$ cat src/sv/tsg_pkg.sv
// Shared constants and types of the trapezoid step compare generator.
// No dependencies; used by tsg_div and trapezoid_step_compare_generator.
package tsg_pkg;

  localparam int unsigned FillDepth   = 32;
  localparam int unsigned CntW        = $clog2(FillDepth + 1);
  localparam int unsigned FreqW       = 18;
  localparam int unsigned FreqQ8W     = FreqW + 8;
  localparam int unsigned NumW        = 42;
  localparam int unsigned IterW       = 6;
  localparam int unsigned TickW       = 24;
  localparam int unsigned PerNumW     = TickW + 8 + 1;

  localparam logic [FreqW-1:0] FreqCapHz   = 18'd250000;
  localparam logic [15:0]      StartOffset = 16'd10;
  localparam logic [IterW-1:0] ItersRamp   = IterW'(NumW);
  localparam logic [IterW-1:0] ItersPeriod = IterW'(PerNumW);

  // Divider launch control
  typedef struct packed {
    logic             start;
    logic [IterW-1:0] iters;
  } div_req_t;

endpackage

$ cat src/sv/tsg_div.sv
// Radix-2 restoring divider, one quotient bit per cycle.
// Depends on tsg_pkg for widths and the launch control struct.
module tsg_div (
  input  logic                          clk_i,
  input  logic                          rst_ni,
  input  tsg_pkg::div_req_t             req_i,
  input  logic [tsg_pkg::NumW-1:0]      numer_i,  // left aligned
  input  logic [tsg_pkg::FreqQ8W-1:0]   denom_i,
  output logic                          done_o,
  output logic [tsg_pkg::NumW-1:0]      quot_o
);

  logic [tsg_pkg::FreqQ8W-1:0] rem_q;
  logic [tsg_pkg::FreqQ8W-1:0] den_q;
  logic [tsg_pkg::NumW-1:0]    num_q;
  logic [tsg_pkg::NumW-1:0]    quo_q;
  logic [tsg_pkg::IterW-1:0]   cnt_q;
  logic                        busy_q;
  logic                        done_q;

  logic [tsg_pkg::FreqQ8W:0]   trial;
  logic [tsg_pkg::FreqQ8W:0]   diff;
  logic                        ge;

  always_comb begin
    trial = {rem_q, num_q[tsg_pkg::NumW-1]};
    ge    = (trial >= {1'b0, den_q});
    diff  = trial - {1'b0, den_q};
  end

  always_ff @(posedge clk_i or negedge rst_ni) begin
    if (!rst_ni) begin
      busy_q <= 1'b0;
      done_q <= 1'b0;
      cnt_q  <= '0;
    end else begin
      // Pulse done with the last quotient bit
      done_q <= !req_i.start && busy_q && (cnt_q == tsg_pkg::IterW'(1));
      if (req_i.start) begin
        busy_q <= 1'b1;
        cnt_q  <= req_i.iters;
      end else if (busy_q) begin
        cnt_q <= cnt_q - 1'b1;
        if (cnt_q == tsg_pkg::IterW'(1)) begin
          busy_q <= 1'b0;
        end
      end
    end
  end

  always_ff @(posedge clk_i) begin
    if (req_i.start) begin
      rem_q <= '0;
      den_q <= denom_i;
      num_q <= numer_i;
      quo_q <= '0;
    end else if (busy_q) begin
      rem_q <= ge ? diff[tsg_pkg::FreqQ8W-1:0] : trial[tsg_pkg::FreqQ8W-1:0];
      num_q <= {num_q[tsg_pkg::NumW-2:0], 1'b0};
      quo_q <= {quo_q[tsg_pkg::NumW-2:0], ge};
    end
  end

  assign done_o = done_q;
  assign quot_o = quo_q;

endmodule

$ cat src/sv/trapezoid_step_compare_generator.sv
// Top level of the trapezoid step compare generator: sequencer, profile
// registers and output stage. Depends on tsg_pkg and tsg_div.
//
// Usage:
//   Slave stream takes one command per transfer: tuser[0] is the opcode
//   (0 = start the move and fill, 1 = refill), tdata carries the timer
//   counter value and the buffer currently read by DMA. Each command yields
//   up to 32 master-stream transfers, one per pulse, with the absolute
//   16-bit compare time, the pulse index, the target buffer in tuser and
//   tlast on the final transfer of the fill. A fill with no pulses left
//   produces nothing.
//   Each pulse runs two passes through one shared bit-serial divider: the
//   ramp interpolation (skipped in cruise and past the end) and the period
//   conversion. A command is taken in StIdle and sized in StPrep before
//   its first pulse is computed.
//   s_axis_tready is high only while no fill is in progress.
//   A stalled master side holds the current transfer; the next pulse is
//   computed meanwhile and waits in the sequencer until the output register
//   frees up. The next command is taken once the last result is registered.
//   Reset clears the pulse counter and time accumulator and loads the
//   default profile. Write the profile registers only while idle.
module trapezoid_step_compare_generator (
  input  logic        clk_i,
  input  logic        rst_ni,
  // Profile register writes
  input  logic        cfg_we_i,
  input  logic [2:0]  cfg_index_i,
  input  logic [31:0] cfg_data_i,
  // Command stream
  input  logic        s_axis_tvalid,
  output logic        s_axis_tready,
  input  logic [23:0] s_axis_tdata,   // [15:0] counter_value, [16] read_buffer
  input  logic [0:0]  s_axis_tuser,   // [0] opcode
  // Compare value stream
  output logic        m_axis_tvalid,
  input  logic        m_axis_tready,
  output logic [47:0] m_axis_tdata,   // [15:0] compare_value, [47:16] pulse_number
  output logic [0:0]  m_axis_tuser,   // [0] buffer_select
  output logic        m_axis_tlast
);

  localparam logic [2:0] RegTotal = 3'd0;
  localparam logic [2:0] RegAccel = 3'd1;
  localparam logic [2:0] RegDecel = 3'd2;
  localparam logic [2:0] RegStart = 3'd3;
  localparam logic [2:0] RegMax   = 3'd4;
  localparam logic [2:0] RegEnd   = 3'd5;
  localparam logic [2:0] RegTick  = 3'd6;

  localparam logic OpStart = 1'b0;

  localparam int unsigned FW  = tsg_pkg::FreqW;
  localparam int unsigned QW  = tsg_pkg::FreqQ8W;
  localparam int unsigned CW  = tsg_pkg::CntW;

  typedef enum logic [2:0] {
    StIdle, StPrep, StPhase, StMul, StDivA, StFreq, StDivB, StEmit
  } state_e;

  typedef enum logic {
    RampUp, RampDown
  } ramp_e;

  // Profile registers
  logic [31:0]      total_q;
  logic [15:0]      accel_q;
  logic [15:0]      decel_q;
  logic [FW-1:0]    start_f_q;
  logic [FW-1:0]    max_f_q;
  logic [FW-1:0]    end_f_q;
  logic [23:0]      tick_q;

  // Move state
  logic [31:0]      pc_q;
  logic [15:0]      acc_q;

  // Sequencer
  state_e           state_q;
  ramp_e            ramp_q;
  logic [CW-1:0]    cnt_q;
  logic             sel_q;
  logic [FW-1:0]    mx_q;
  logic [FW-1:0]    st_q;
  logic [FW-1:0]    en_q;
  logic [31:0]      ds_q;
  logic [FW-1:0]    mul_a_q;
  logic [15:0]      mul_b_q;
  logic [QW-1:0]    f_q;

  // Output stage
  logic             out_valid_q;
  logic [15:0]      out_cmp_q;
  logic [31:0]      out_pulse_q;
  logic             out_sel_q;
  logic             out_last_q;

  // Combinational helpers
  logic                         in_xfer;
  logic                         emit_go;
  logic [FW-1:0]                mx_c;
  logic [31:0]                  rem_c;
  logic [CW-1:0]                n_c;
  logic [FW+15:0]               prod_c;
  logic [QW-1:0]                f_eff_c;
  logic [tsg_pkg::PerNumW-1:0]  per_num_c;
  logic [15:0]                  delta_c;
  logic [15:0]                  period_c;
  logic [QW-1:0]                ramp_q8_c;
  tsg_pkg::div_req_t            div_req;
  logic [tsg_pkg::NumW-1:0]     div_num;
  logic [QW-1:0]                div_den;
  logic                         div_done;
  logic [tsg_pkg::NumW-1:0]     div_quot;

  assign in_xfer = s_axis_tvalid && s_axis_tready;
  assign emit_go = !out_valid_q || m_axis_tready;

  always_comb begin
    mx_c      = (max_f_q > tsg_pkg::FreqCapHz) ? tsg_pkg::FreqCapHz : max_f_q;
    rem_c     = total_q - pc_q;
    n_c       = (rem_c < 32'(tsg_pkg::FillDepth)) ? rem_c[CW-1:0]
                                                  : CW'(tsg_pkg::FillDepth);
    prod_c    = mul_a_q * mul_b_q;
    f_eff_c   = (f_q == '0) ? QW'(256) : f_q;
    per_num_c = {1'b0, tick_q, 8'b0} + tsg_pkg::PerNumW'(f_eff_c >> 1);
    delta_c   = 16'(pc_q - ds_q);
    ramp_q8_c = div_quot[QW-1:0];
    // Period of zero is bumped to one tick
    period_c  = (div_quot[tsg_pkg::PerNumW-1:0] == '0) ? 16'd1 : div_quot[15:0];
  end

  // Launch the divider: ramp interpolation from the product of the registered
  // operands, period conversion from the tick rate and the pulse frequency
  always_comb begin
    div_req.start = 1'b0;
    div_req.iters = tsg_pkg::ItersRamp;
    div_num       = {prod_c, 8'b0};
    div_den       = (ramp_q == RampUp) ? QW'(accel_q) : QW'(decel_q);
    if (state_q == StMul) begin
      div_req.start = 1'b1;
    end else if (state_q == StFreq) begin
      div_req.start = 1'b1;
      div_req.iters = tsg_pkg::ItersPeriod;
      div_num       = {per_num_c, {(tsg_pkg::NumW - tsg_pkg::PerNumW){1'b0}}};
      div_den       = f_eff_c;
    end
  end

  tsg_div u_div (
    .clk_i   (clk_i),
    .rst_ni  (rst_ni),
    .req_i   (div_req),
    .numer_i (div_num),
    .denom_i (div_den),
    .done_o  (div_done),
    .quot_o  (div_quot)
  );

  // Profile register writes; indexes past the list are dropped
  always_ff @(posedge clk_i or negedge rst_ni) begin
    if (!rst_ni) begin
      total_q   <= 32'd0;
      accel_q   <= 16'd15000;
      decel_q   <= 16'd15000;
      start_f_q <= 18'd1000;
      max_f_q   <= 18'd250000;
      end_f_q   <= 18'd1000;
      tick_q    <= 24'd1000000;
    end else if (cfg_we_i) begin
      unique case (cfg_index_i)
        RegTotal: total_q   <= cfg_data_i;
        RegAccel: accel_q   <= cfg_data_i[15:0];
        RegDecel: decel_q   <= cfg_data_i[15:0];
        RegStart: start_f_q <= cfg_data_i[FW-1:0];
        RegMax:   max_f_q   <= cfg_data_i[FW-1:0];
        RegEnd:   end_f_q   <= cfg_data_i[FW-1:0];
        RegTick:  tick_q    <= cfg_data_i[23:0];
        default: ;
      endcase
    end
  end

  // Sequencer with move state and output register
  always_ff @(posedge clk_i or negedge rst_ni) begin
    if (!rst_ni) begin
      state_q     <= StIdle;
      pc_q        <= '0;
      acc_q       <= '0;
      cnt_q       <= '0;
      ramp_q      <= RampUp;
      sel_q       <= 1'b0;
      out_valid_q <= 1'b0;
      out_cmp_q   <= '0;
      out_pulse_q <= '0;
      out_sel_q   <= 1'b0;
      out_last_q  <= 1'b0;
      mx_q        <= '0;
      st_q        <= '0;
      en_q        <= '0;
      ds_q        <= '0;
      mul_a_q     <= '0;
      mul_b_q     <= '0;
      f_q         <= '0;
    end else begin
      // Drop a taken transfer; in StEmit the emit below sets the valid
      if (out_valid_q && m_axis_tready && (state_q != StEmit)) begin
        out_valid_q <= 1'b0;
      end
      unique case (state_q)
        StIdle: begin
          if (in_xfer) begin
            sel_q <= ~s_axis_tdata[16];
            if (s_axis_tuser[0] == OpStart) begin
              acc_q <= s_axis_tdata[15:0] + tsg_pkg::StartOffset;
              pc_q  <= '0;
            end
            state_q <= StPrep;
          end
        end
        StPrep: begin
          // Clamp the profile and size the fill
          mx_q <= mx_c;
          st_q <= (start_f_q > mx_c) ? mx_c : start_f_q;
          en_q <= (end_f_q > mx_c) ? mx_c : end_f_q;
          ds_q <= total_q - 32'(decel_q);
          if (pc_q < total_q) begin
            cnt_q   <= n_c;
            state_q <= StPhase;
          end else begin
            state_q <= StIdle;
          end
        end
        StPhase: begin
          // Pick the profile segment of the current pulse
          if (pc_q < 32'(accel_q)) begin
            ramp_q  <= RampUp;
            mul_a_q <= mx_q - st_q;
            mul_b_q <= pc_q[15:0];
            state_q <= StMul;
          end else if (pc_q < ds_q) begin
            f_q     <= {mx_q, 8'b0};
            state_q <= StFreq;
          end else if (pc_q < total_q) begin
            if (decel_q == '0) begin
              f_q     <= {mx_q, 8'b0};
              state_q <= StFreq;
            end else begin
              ramp_q  <= RampDown;
              mul_a_q <= mx_q - en_q;
              mul_b_q <= delta_c;
              state_q <= StMul;
            end
          end else begin
            f_q     <= {en_q, 8'b0};
            state_q <= StFreq;
          end
        end
        StMul: begin
          state_q <= StDivA;
        end
        StDivA: begin
          if (div_done) begin
            f_q <= (ramp_q == RampUp) ? {st_q, 8'b0} + ramp_q8_c
                                      : {mx_q, 8'b0} - ramp_q8_c;
            state_q <= StFreq;
          end
        end
        StFreq: begin
          state_q <= StDivB;
        end
        StDivB: begin
          if (div_done) begin
            state_q <= StEmit;
          end
        end
        StEmit: begin
          // Hold here while the previous transfer is still pending
          if (emit_go) begin
            out_valid_q <= 1'b1;
            out_cmp_q   <= acc_q + period_c;
            out_pulse_q <= pc_q;
            out_sel_q   <= sel_q;
            out_last_q  <= (cnt_q == CW'(1));
            acc_q       <= acc_q + period_c;
            pc_q        <= pc_q + 32'd1;
            cnt_q       <= cnt_q - 1'b1;
            state_q     <= (cnt_q == CW'(1)) ? StIdle : StPhase;
          end
        end
        default: state_q <= StIdle;
      endcase
    end
  end

  assign s_axis_tready = (state_q == StIdle);
  assign m_axis_tvalid = out_valid_q;
  assign m_axis_tdata  = {out_pulse_q, out_cmp_q};
  assign m_axis_tuser  = out_sel_q;
  assign m_axis_tlast  = out_last_q;

endmodule
$ cat config.mk
export PLATFORM = sky130hd
export DESIGN_NAME = trapezoid_step_compare_generator
export DESIGN_NICKNAME = d
export VERILOG_FILES = /design/src/sv/tsg_pkg.sv /design/src/sv/tsg_div.sv /design/src/sv/trapezoid_step_compare_generator.sv
export SDC_FILE = /design/constraint.sdc
export NUM_CORES = 2
export LEC_CHECK = 0
export BUFFER_PORTS_ARGS = -buffer_cell sky130_fd_sc_hd__buf_2
export CORE_UTILIZATION = 24
export DETAILED_ROUTE_END_ITERATION = 10
export GPL_TIMING_DRIVEN = 0
export REMOVE_ABC_BUFFERS = 1
export SLEW_MARGIN = 10
export SYNTH_ARGS = -nofsm -noshare
export SYNTH_HDL_FRONTEND = slang
export SYNTH_HIERARCHICAL = 1
export SYNTH_SLANG_ARGS = --single-unit
$ cat constraint.sdc
create_clock -name clk_i -period 8.3 [get_ports clk_i]
set_clock_uncertainty 0.2 [all_clocks]
set_input_delay 1.66 -clock clk_i [delete_from_list [all_inputs] [get_ports clk_i]]
set_output_delay 1.66 -clock clk_i [all_outputs]
set_load 0.05 [all_outputs]
**Yosys cells after proc, flatten, opt, wreduce, memory -nomap -nowiden**

Cells that the tools add are included.

- Register bits: 533
- Input port bits: 65
- Output and inout port bits: 52
- Word-level logic and storage cells: 180

- Add/subtract/negate cells: 14
- Multiply operators: 1
- Order comparisons: 8
- Equality and inequality tests: 26
- Muxes and demuxes: 66
- Bitwise gates (word level): 1
- Reduce and logical (&&, ||, !) cells: 32

Operators by type and width:

| kind | count |
|---|---|
| 26-bit 2-to-1 mux | 10 |
| 42-bit 2-to-1 mux | 4 |
| 16-bit 2-to-1 mux | 9 |
| 18-bit 2-to-1 mux | 7 |
| 32-bit 2-to-1 mux | 3 |
| 32-bit less-than comparator | 2 |
| 32-bit one-hot mux with 2 select lines | 1 |
| 26-bit one-hot mux with 2 select lines | 1 |
| 26-bit subtractor | 2 |
| 18-bit greater-than comparator | 2 |
| 6-bit 2-to-1 mux | 6 |
| 18-bit subtractor | 2 |
| 18-bit by 16-bit multiplier with 34-bit output | 1 |
| 32-bit by 25-bit adder with 33-bit output | 1 |
| 33-bit zero test | 1 |
| 32-bit by 1-bit adder with 32-bit output, second input constant | 1 |
| 32-bit by 16-bit less-than comparator with 1-bit output | 1 |
| 32-bit by 6-bit less-than comparator with 1-bit output, second input constant | 1 |
| 16-bit one-hot mux with 2 select lines | 1 |
| 32-bit by 16-bit subtractor with 32-bit output | 1 |
| 32-bit subtractor | 1 |
| 27-bit by 26-bit >= comparator with 1-bit output | 1 |
| 26-bit adder | 1 |
| 26-bit zero test | 1 |
| other kinds (29) | 87 |

**Logic depth before layout (Yosys ltp)**

- Depth in word-level cells: 6
- Mapped depth: 27
- Mapped depth without buffers: 25

**Hierarchy**

The synthesis kept the hierarchy.

Modules (own cells, without submodules):

| module | times used | cells each | area an instance (um^2) | sequential area each (um^2) |
|---|---|---|---|---|
| trapezoid_step_compare_generator | 1 | 4120 | 36541.3 | 10009.6 |
| tsg_div | 1 | 646 | 6976.7 | 3603.5 |

**Least setup slack after synthesis**

No wires, ideal clock.

- Path kind: flip-flop to flip-flop
- Start: reg mul_b_q[9]
- End: reg u_div/num_q[41] (netlist bit), data pin
- Library setup time: 0.260 ns
- Data arrival time: 6.838 ns
- Required time: 7.840 ns
- Path slack: 1.002 ns
- Cell stages (with the launch flop): 25
- Buffers on the path: 2
- Clock period less this slack: 7.298 ns
- Path through: dfrtp_1 > clkbuf_1 > clkbuf_1 > nand2_1 > fa_1 > inv_1 > fa_1 > fa_1 > fa_1 > fa_1 > inv_1 > fa_1 > inv_1 > ha_1 > a211oi_1 > o21ai_0 > a221o_1 > a221oi_2 > o21ai_1 > o41ai_2 > o21ai_1 > a21oi_1 > nor2_1 > or3_1 > mux2_2

- Cells in the longest elaborated chain, start to end: 4

RTL lines:

| item | line | text |
|---|---|---|
| from (decl) | trapezoid_step_compare_generator.sv:87 | `logic [15:0] mul_b_q;` |
| from (signal assigned) | trapezoid_step_compare_generator.sv:238 | `mul_b_q <= pc_q[15:0];` |
| from (signal assigned) | trapezoid_step_compare_generator.sv:250 | `mul_b_q <= delta_c;` |
| 18-bit by 16-bit multiplier with 34-bit output (*) | trapezoid_step_compare_generator.sv:123 | `prod_c = mul_a_q * mul_b_q;` |
| 42-bit 2-to-1 mux | trapezoid_step_compare_generator.sv:141 | `end else if (state_q == StFreq) begin` |
| 42-bit 2-to-1 mux (*) | trapezoid_step_compare_generator.sv:139 | `if (state_q == StMul) begin` |
| net div_num (one bit) | trapezoid_step_compare_generator.sv:110 | `logic [tsg_pkg::NumW-1:0] div_num;` |
| 42-bit 2-to-1 mux (*) | tsg_div.sv:52 | `if (req_i.start) begin` |
| to (signal assigned) | tsg_div.sv:55 | `num_q <= numer_i;` |
| to (signal assigned) | tsg_div.sv:59 | `num_q <= {num_q[tsg_pkg::NumW-2:0], 1'b0};` |
| to (decl) | tsg_div.sv:15 | `logic [tsg_pkg::NumW-1:0] num_q;` |

Mark *: on every way through the listed nets, which the timed path passes. The rest lies on a longest branch.
A chain may end at the register's enable or synchronous reset.

**Worst setup path after layout**

- Start: reg mul_a_q[16]
- End: reg u_div/num_q[41] (netlist bit), data pin

- Cells in the longest elaborated chain, start to end: 4

RTL lines:

| item | line | text |
|---|---|---|
| from (decl) | trapezoid_step_compare_generator.sv:86 | `logic [FW-1:0] mul_a_q;` |
| from (signal assigned) | trapezoid_step_compare_generator.sv:237 | `mul_a_q <= mx_q - st_q;` |
| from (signal assigned) | trapezoid_step_compare_generator.sv:249 | `mul_a_q <= mx_q - en_q;` |
| 18-bit by 16-bit multiplier with 34-bit output (*) | trapezoid_step_compare_generator.sv:123 |  |
| 42-bit 2-to-1 mux | trapezoid_step_compare_generator.sv:141 |  |
| 42-bit 2-to-1 mux (*) | trapezoid_step_compare_generator.sv:139 |  |
| net div_num (one bit) | trapezoid_step_compare_generator.sv:110 |  |
| 42-bit 2-to-1 mux (*) | tsg_div.sv:52 |  |

Marked as above.

==> out/metrics.json <==
{
  "drt": {
    "vias": 34200,
    "drc": 0,
    "vias_cell": 4.78,
    "wirelength_per_cell_um": 18.1,
    "firstDrtPassIters": 6,
    "first_iter_violations": 2309,
    "drt.antenna.violating_nets": 0,
    "wl_um": 129000
  },
  "sta": {
    "maxSlewHeadroom_pct": 22.9,
    "final_min_period_over_clock_period_pct": 96.3,
    "timing.hold.ws_ns": 0.269,
    "hold_violations": 0,
    "timing_max_transition_violations_final": 0,
    "timing.final.crit_period_ns": 7.99,
    "setup_slack_ns": 0.307,
    "tightestPinTransition_ns": 1.14,
    "setup-violations-final": 0,
    "achievable_clock_frequency_mhz": 125,
    "rsz0062_at_grt": "no"
  },
  "grt": {
    "first_pass_grt_wire_length_um": 201000,
    "grt_start_max_net_pins": 108,
    "number_of_antenna_violations_at_the_first_check_in_global_routing": 17,
    "global_route.usage.total_pct": 14.1,
    "overflow": 0,
    "via_count_of_the_first_global_routing_pass": 34000
  },
  "floorplan": {
    "core_area_um2": 179000,
    "dieWidth_um": 426,
    "floorplan.rows": 155,
    "floorplan.die_area_um2": 182000,
    "die_height_um": 426,
    "pin_count": 117,
    "start_util_pct": 24.2
  },
  "synthesis": {
    "yosys_warnings": 6,
    "netlist_instances": 4739,
    "synth_area_per_cell_um2": 9.12,
    "netlist_area_um2": 43200
  },
  "placed_design": {
    "gpl.final_weighted_congestion": 0.894,
    "place_ws_ns": 0.0200,
    "io_buffers": 109,
    "place_hpwl_um": 100000
  },
  "setup_path": {
    "gate_family_responsible_for_the_most_delay_along_the_worst_path": "adder cells",
    "critical_path.endpoint_type": "flop",
    "critical_path.reg2reg.startpoint": "mul_a_q[16]$_DFFE_PN0P_",
    "worst-setup-path-type": "reg -> reg",
    "critical_path.max_stage_delay_ns": 0.86,
    "worst_path_max_delay_cell": "sky130_fd_sc_hd__dfrtp_1",
    "crit_path_cell_trace": "nand2_1 -> fa_1 -> fa_1 -> inv_1 -> fa_1 -> fa_1 -> fa_1 -> inv_1 -> fa_1 -> inv_1 -> ha_1 -> o21ai_0 -> o21ai_0 -> a221o_1 -> a221oi_2 -> o21ai_1 -> o41ai_2 -> o21ai_1 -> a21oi_1 -> nor2_1 -> or3_1 -> mux2_2",
    "timing.critical_path.arrival_ns": 8.17,
    "critPathRequiredTime_ns": 8.48,
    "crit_path_max_fanout": 17,
    "worst_r2r_path_depth": 22,
    "worst-path-buf-inv": 3,
    "reg2reg_setup_slack_ns": 0.31,
    "startpoint_type": "flop",
    "worst_path_most_repeated_cell": "sky130_fd_sc_hd__fa_1",
    "worst_flop_to_flop_path_endpoint": "u_div/num_q[41]$_DFFE_PP_"
  },
  "clock_network": {
    "ctsLongestPathBuffers": 3,
    "insertion_delay_ns": 0.64,
    "tritoncts_clock_tree": "built",
    "clock_root_buffer": "sky130_fd_sc_hd__clkbuf_16",
    "clock_buffer_count_from_cts": 67,
    "worst_setup_hold_path_clk_slew_ns": 0.07,
    "cts_setup_buffers": 0,
    "cts.sink_count": 533,
    "cts_hold_buf": 0,
    "htree_num_levels": 3
  },
  "worst_hold_path": {
    "timing.hold.worst_endpoint": "m_axis_tuser$_DFFE_PN0P_",
    "worstHoldPathCells": 2,
    "min_path_type": "reg -> reg",
    "min-delay-start": "sel_q$_DFFE_PN0P_"
  },
  "final_layout": {
    "layout.nets": 5384,
    "synthToLayoutAreaGrowth_pct": 13.0,
    "layout-drive-gt1-share_pct": 11.9
  },
  "status": {
    "outcome": "complete, no violations"
  },
  "flow_run": {
    "cap_viol_max_count": 0
  }
}
[worst max path at each step]
| stage | start | cells after the start | slack (ns) | end |
|---|---|---|---|---|
| after detailed placement | mul_b_q[8]$_DFFE_PN0P_ | 22 | 0.02 | u_div/num_q[41]$_DFFE_PP_ |
| after floorplan | state_q[1]$_DFFE_PN0P_ | 4 | -0.48 | u_div/num_q[0]$_SDFFCE_PN0P_ |
| after global routing | mul_a_q[7]$_DFFE_PN0P_ | 23 | 0.01 | u_div/num_q[41]$_DFFE_PP_ |
| final | mul_a_q[16]$_DFFE_PN0P_ | 22 | 0.31 | u_div/num_q[41]$_DFFE_PP_ |
| after global placement | state_q[0]$_DFFE_PN0P_ | 4 | -5.99 | u_div/num_q[39]$_DFFE_PP_ |
| after CTS | mul_a_q[7]$_DFFE_PN0P_ | 22 | 0.03 | u_div/num_q[41]$_DFFE_PP_ |
[metal layers]
metal / vias up / track usage (%) / share of wire [%] / routed length (µm)
li1: 16200 / - / - / -
met1: 16900 / 18.1 / 43 / 56100
met2: 842 / 24.0 / 48 / 62700
met3: 223 / 1.71 / 4.4 / 5660
met4: 4 / 5.46 / 3.8 / 4910
met5: - / 0 / 0.016 / 21
[registers in the layout (all words and copies together), names as in the netlist, 24 cells and up]
name	cells
total_q	32
u_div/rem_q	26
tick_q	24
ds_q	32
u_div/den_q	26
out_pulse_q	32
f_q	26
u_div/quot_o	33
pc_q	32
u_div/num_q	42
[metrics by stage]
stage                     std cells  instance area [µm²]   TNS, ns  utilization, %
after floorplan                4521                42300    -20.33               -
after global placement         6985                45800  -1788.34            25.6
after detailed placement       7021                46500         0            26.0
after CTS                      7144                48700         0            27.3
after global routing           7148                48800         0            27.3
final                          7148                48800         0            27.3
[timing repair]
item                       4_1_cts  5_1_grt
gates resized for setup          3       33
hold endpoints to repair         0        0
pin swaps                        0        1
setup endpoints to repair        1        1
[placed cells by master (no fill, tap or decap), types with 22 or more instances in the layout]
cell type and count:
sky130_fd_sc_hd__xor2_1 63, sky130_fd_sc_hd__dfstp_2 40, sky130_fd_sc_hd__o211ai_1 23, sky130_fd_sc_hd__o31ai_1 31, sky130_fd_sc_hd__dfrtp_2 28, sky130_fd_sc_hd__o21bai_1 23, sky130_fd_sc_hd__nor2b_1 34, sky130_fd_sc_hd__xnor2_1 147
sky130_fd_sc_hd__mux2_2 173, sky130_fd_sc_hd__mux2i_1 125, sky130_fd_sc_hd__a31oi_1 25, sky130_fd_sc_hd__a21oi_1 221, sky130_fd_sc_hd__dfrtp_1 333, sky130_fd_sc_hd__nand2_1 553, sky130_fd_sc_hd__fa_1 230, sky130_fd_sc_hd__nor2_1 284
sky130_fd_sc_hd__a211oi_1 51, sky130_fd_sc_hd__nand4_1 40, sky130_fd_sc_hd__clkbuf_16 68, sky130_fd_sc_hd__nand2b_1 37, sky130_fd_sc_hd__edfxtp_1 68, sky130_fd_sc_hd__nor4_1 35, sky130_fd_sc_hd__o21a_1 32, sky130_fd_sc_hd__nand3_1 72
sky130_fd_sc_hd__a21o_1 77, sky130_fd_sc_hd__and3_1 22, sky130_fd_sc_hd__inv_1 484, sky130_fd_sc_hd__ha_1 353, sky130_fd_sc_hd__nor3_1 65, sky130_fd_sc_hd__and2_1 167, sky130_fd_sc_hd__buf_2 110, sky130_fd_sc_hd__o21ai_0 335
sky130_fd_sc_hd__dfxtp_1 59
[worst register-to-register path: stages, from the launching register on]
cell and delay [ns]:
sky130_fd_sc_hd__dfrtp_1 0.86, sky130_fd_sc_hd__nand2_1 0.17, sky130_fd_sc_hd__fa_1 0.49, sky130_fd_sc_hd__fa_1 0.49
sky130_fd_sc_hd__inv_1 0.05, sky130_fd_sc_hd__fa_1 0.52, sky130_fd_sc_hd__fa_1 0.47, sky130_fd_sc_hd__fa_1 0.56
sky130_fd_sc_hd__inv_1 0.05, sky130_fd_sc_hd__fa_1 0.53, sky130_fd_sc_hd__inv_1 0.04, sky130_fd_sc_hd__ha_1 0.37
sky130_fd_sc_hd__o21ai_0 0.24, sky130_fd_sc_hd__o21ai_0 0.14, sky130_fd_sc_hd__a221o_1 0.36, sky130_fd_sc_hd__a221oi_2 0.42
sky130_fd_sc_hd__o21ai_1 0.24, sky130_fd_sc_hd__o41ai_2 0.42, sky130_fd_sc_hd__o21ai_1 0.17, sky130_fd_sc_hd__a21oi_1 0.19
sky130_fd_sc_hd__nor2_1 0.06, sky130_fd_sc_hd__or3_1 0.36, sky130_fd_sc_hd__mux2_2 0.32
[cell type report]
cell class                 count  area (µm²)
inverter                     487        1830
clock buffer                  95        1880
clock inverter                28         330
sequential                   533       13500
antenna                        3        7.51
tap                         2355        2950
fill                       18800      130000
multi-input combinational   3501       27100
timing repair buffer         146        1200
Power is not shown: default switching activity piles up to over one toggle a cycle in this logic, so the estimate is an artifact.
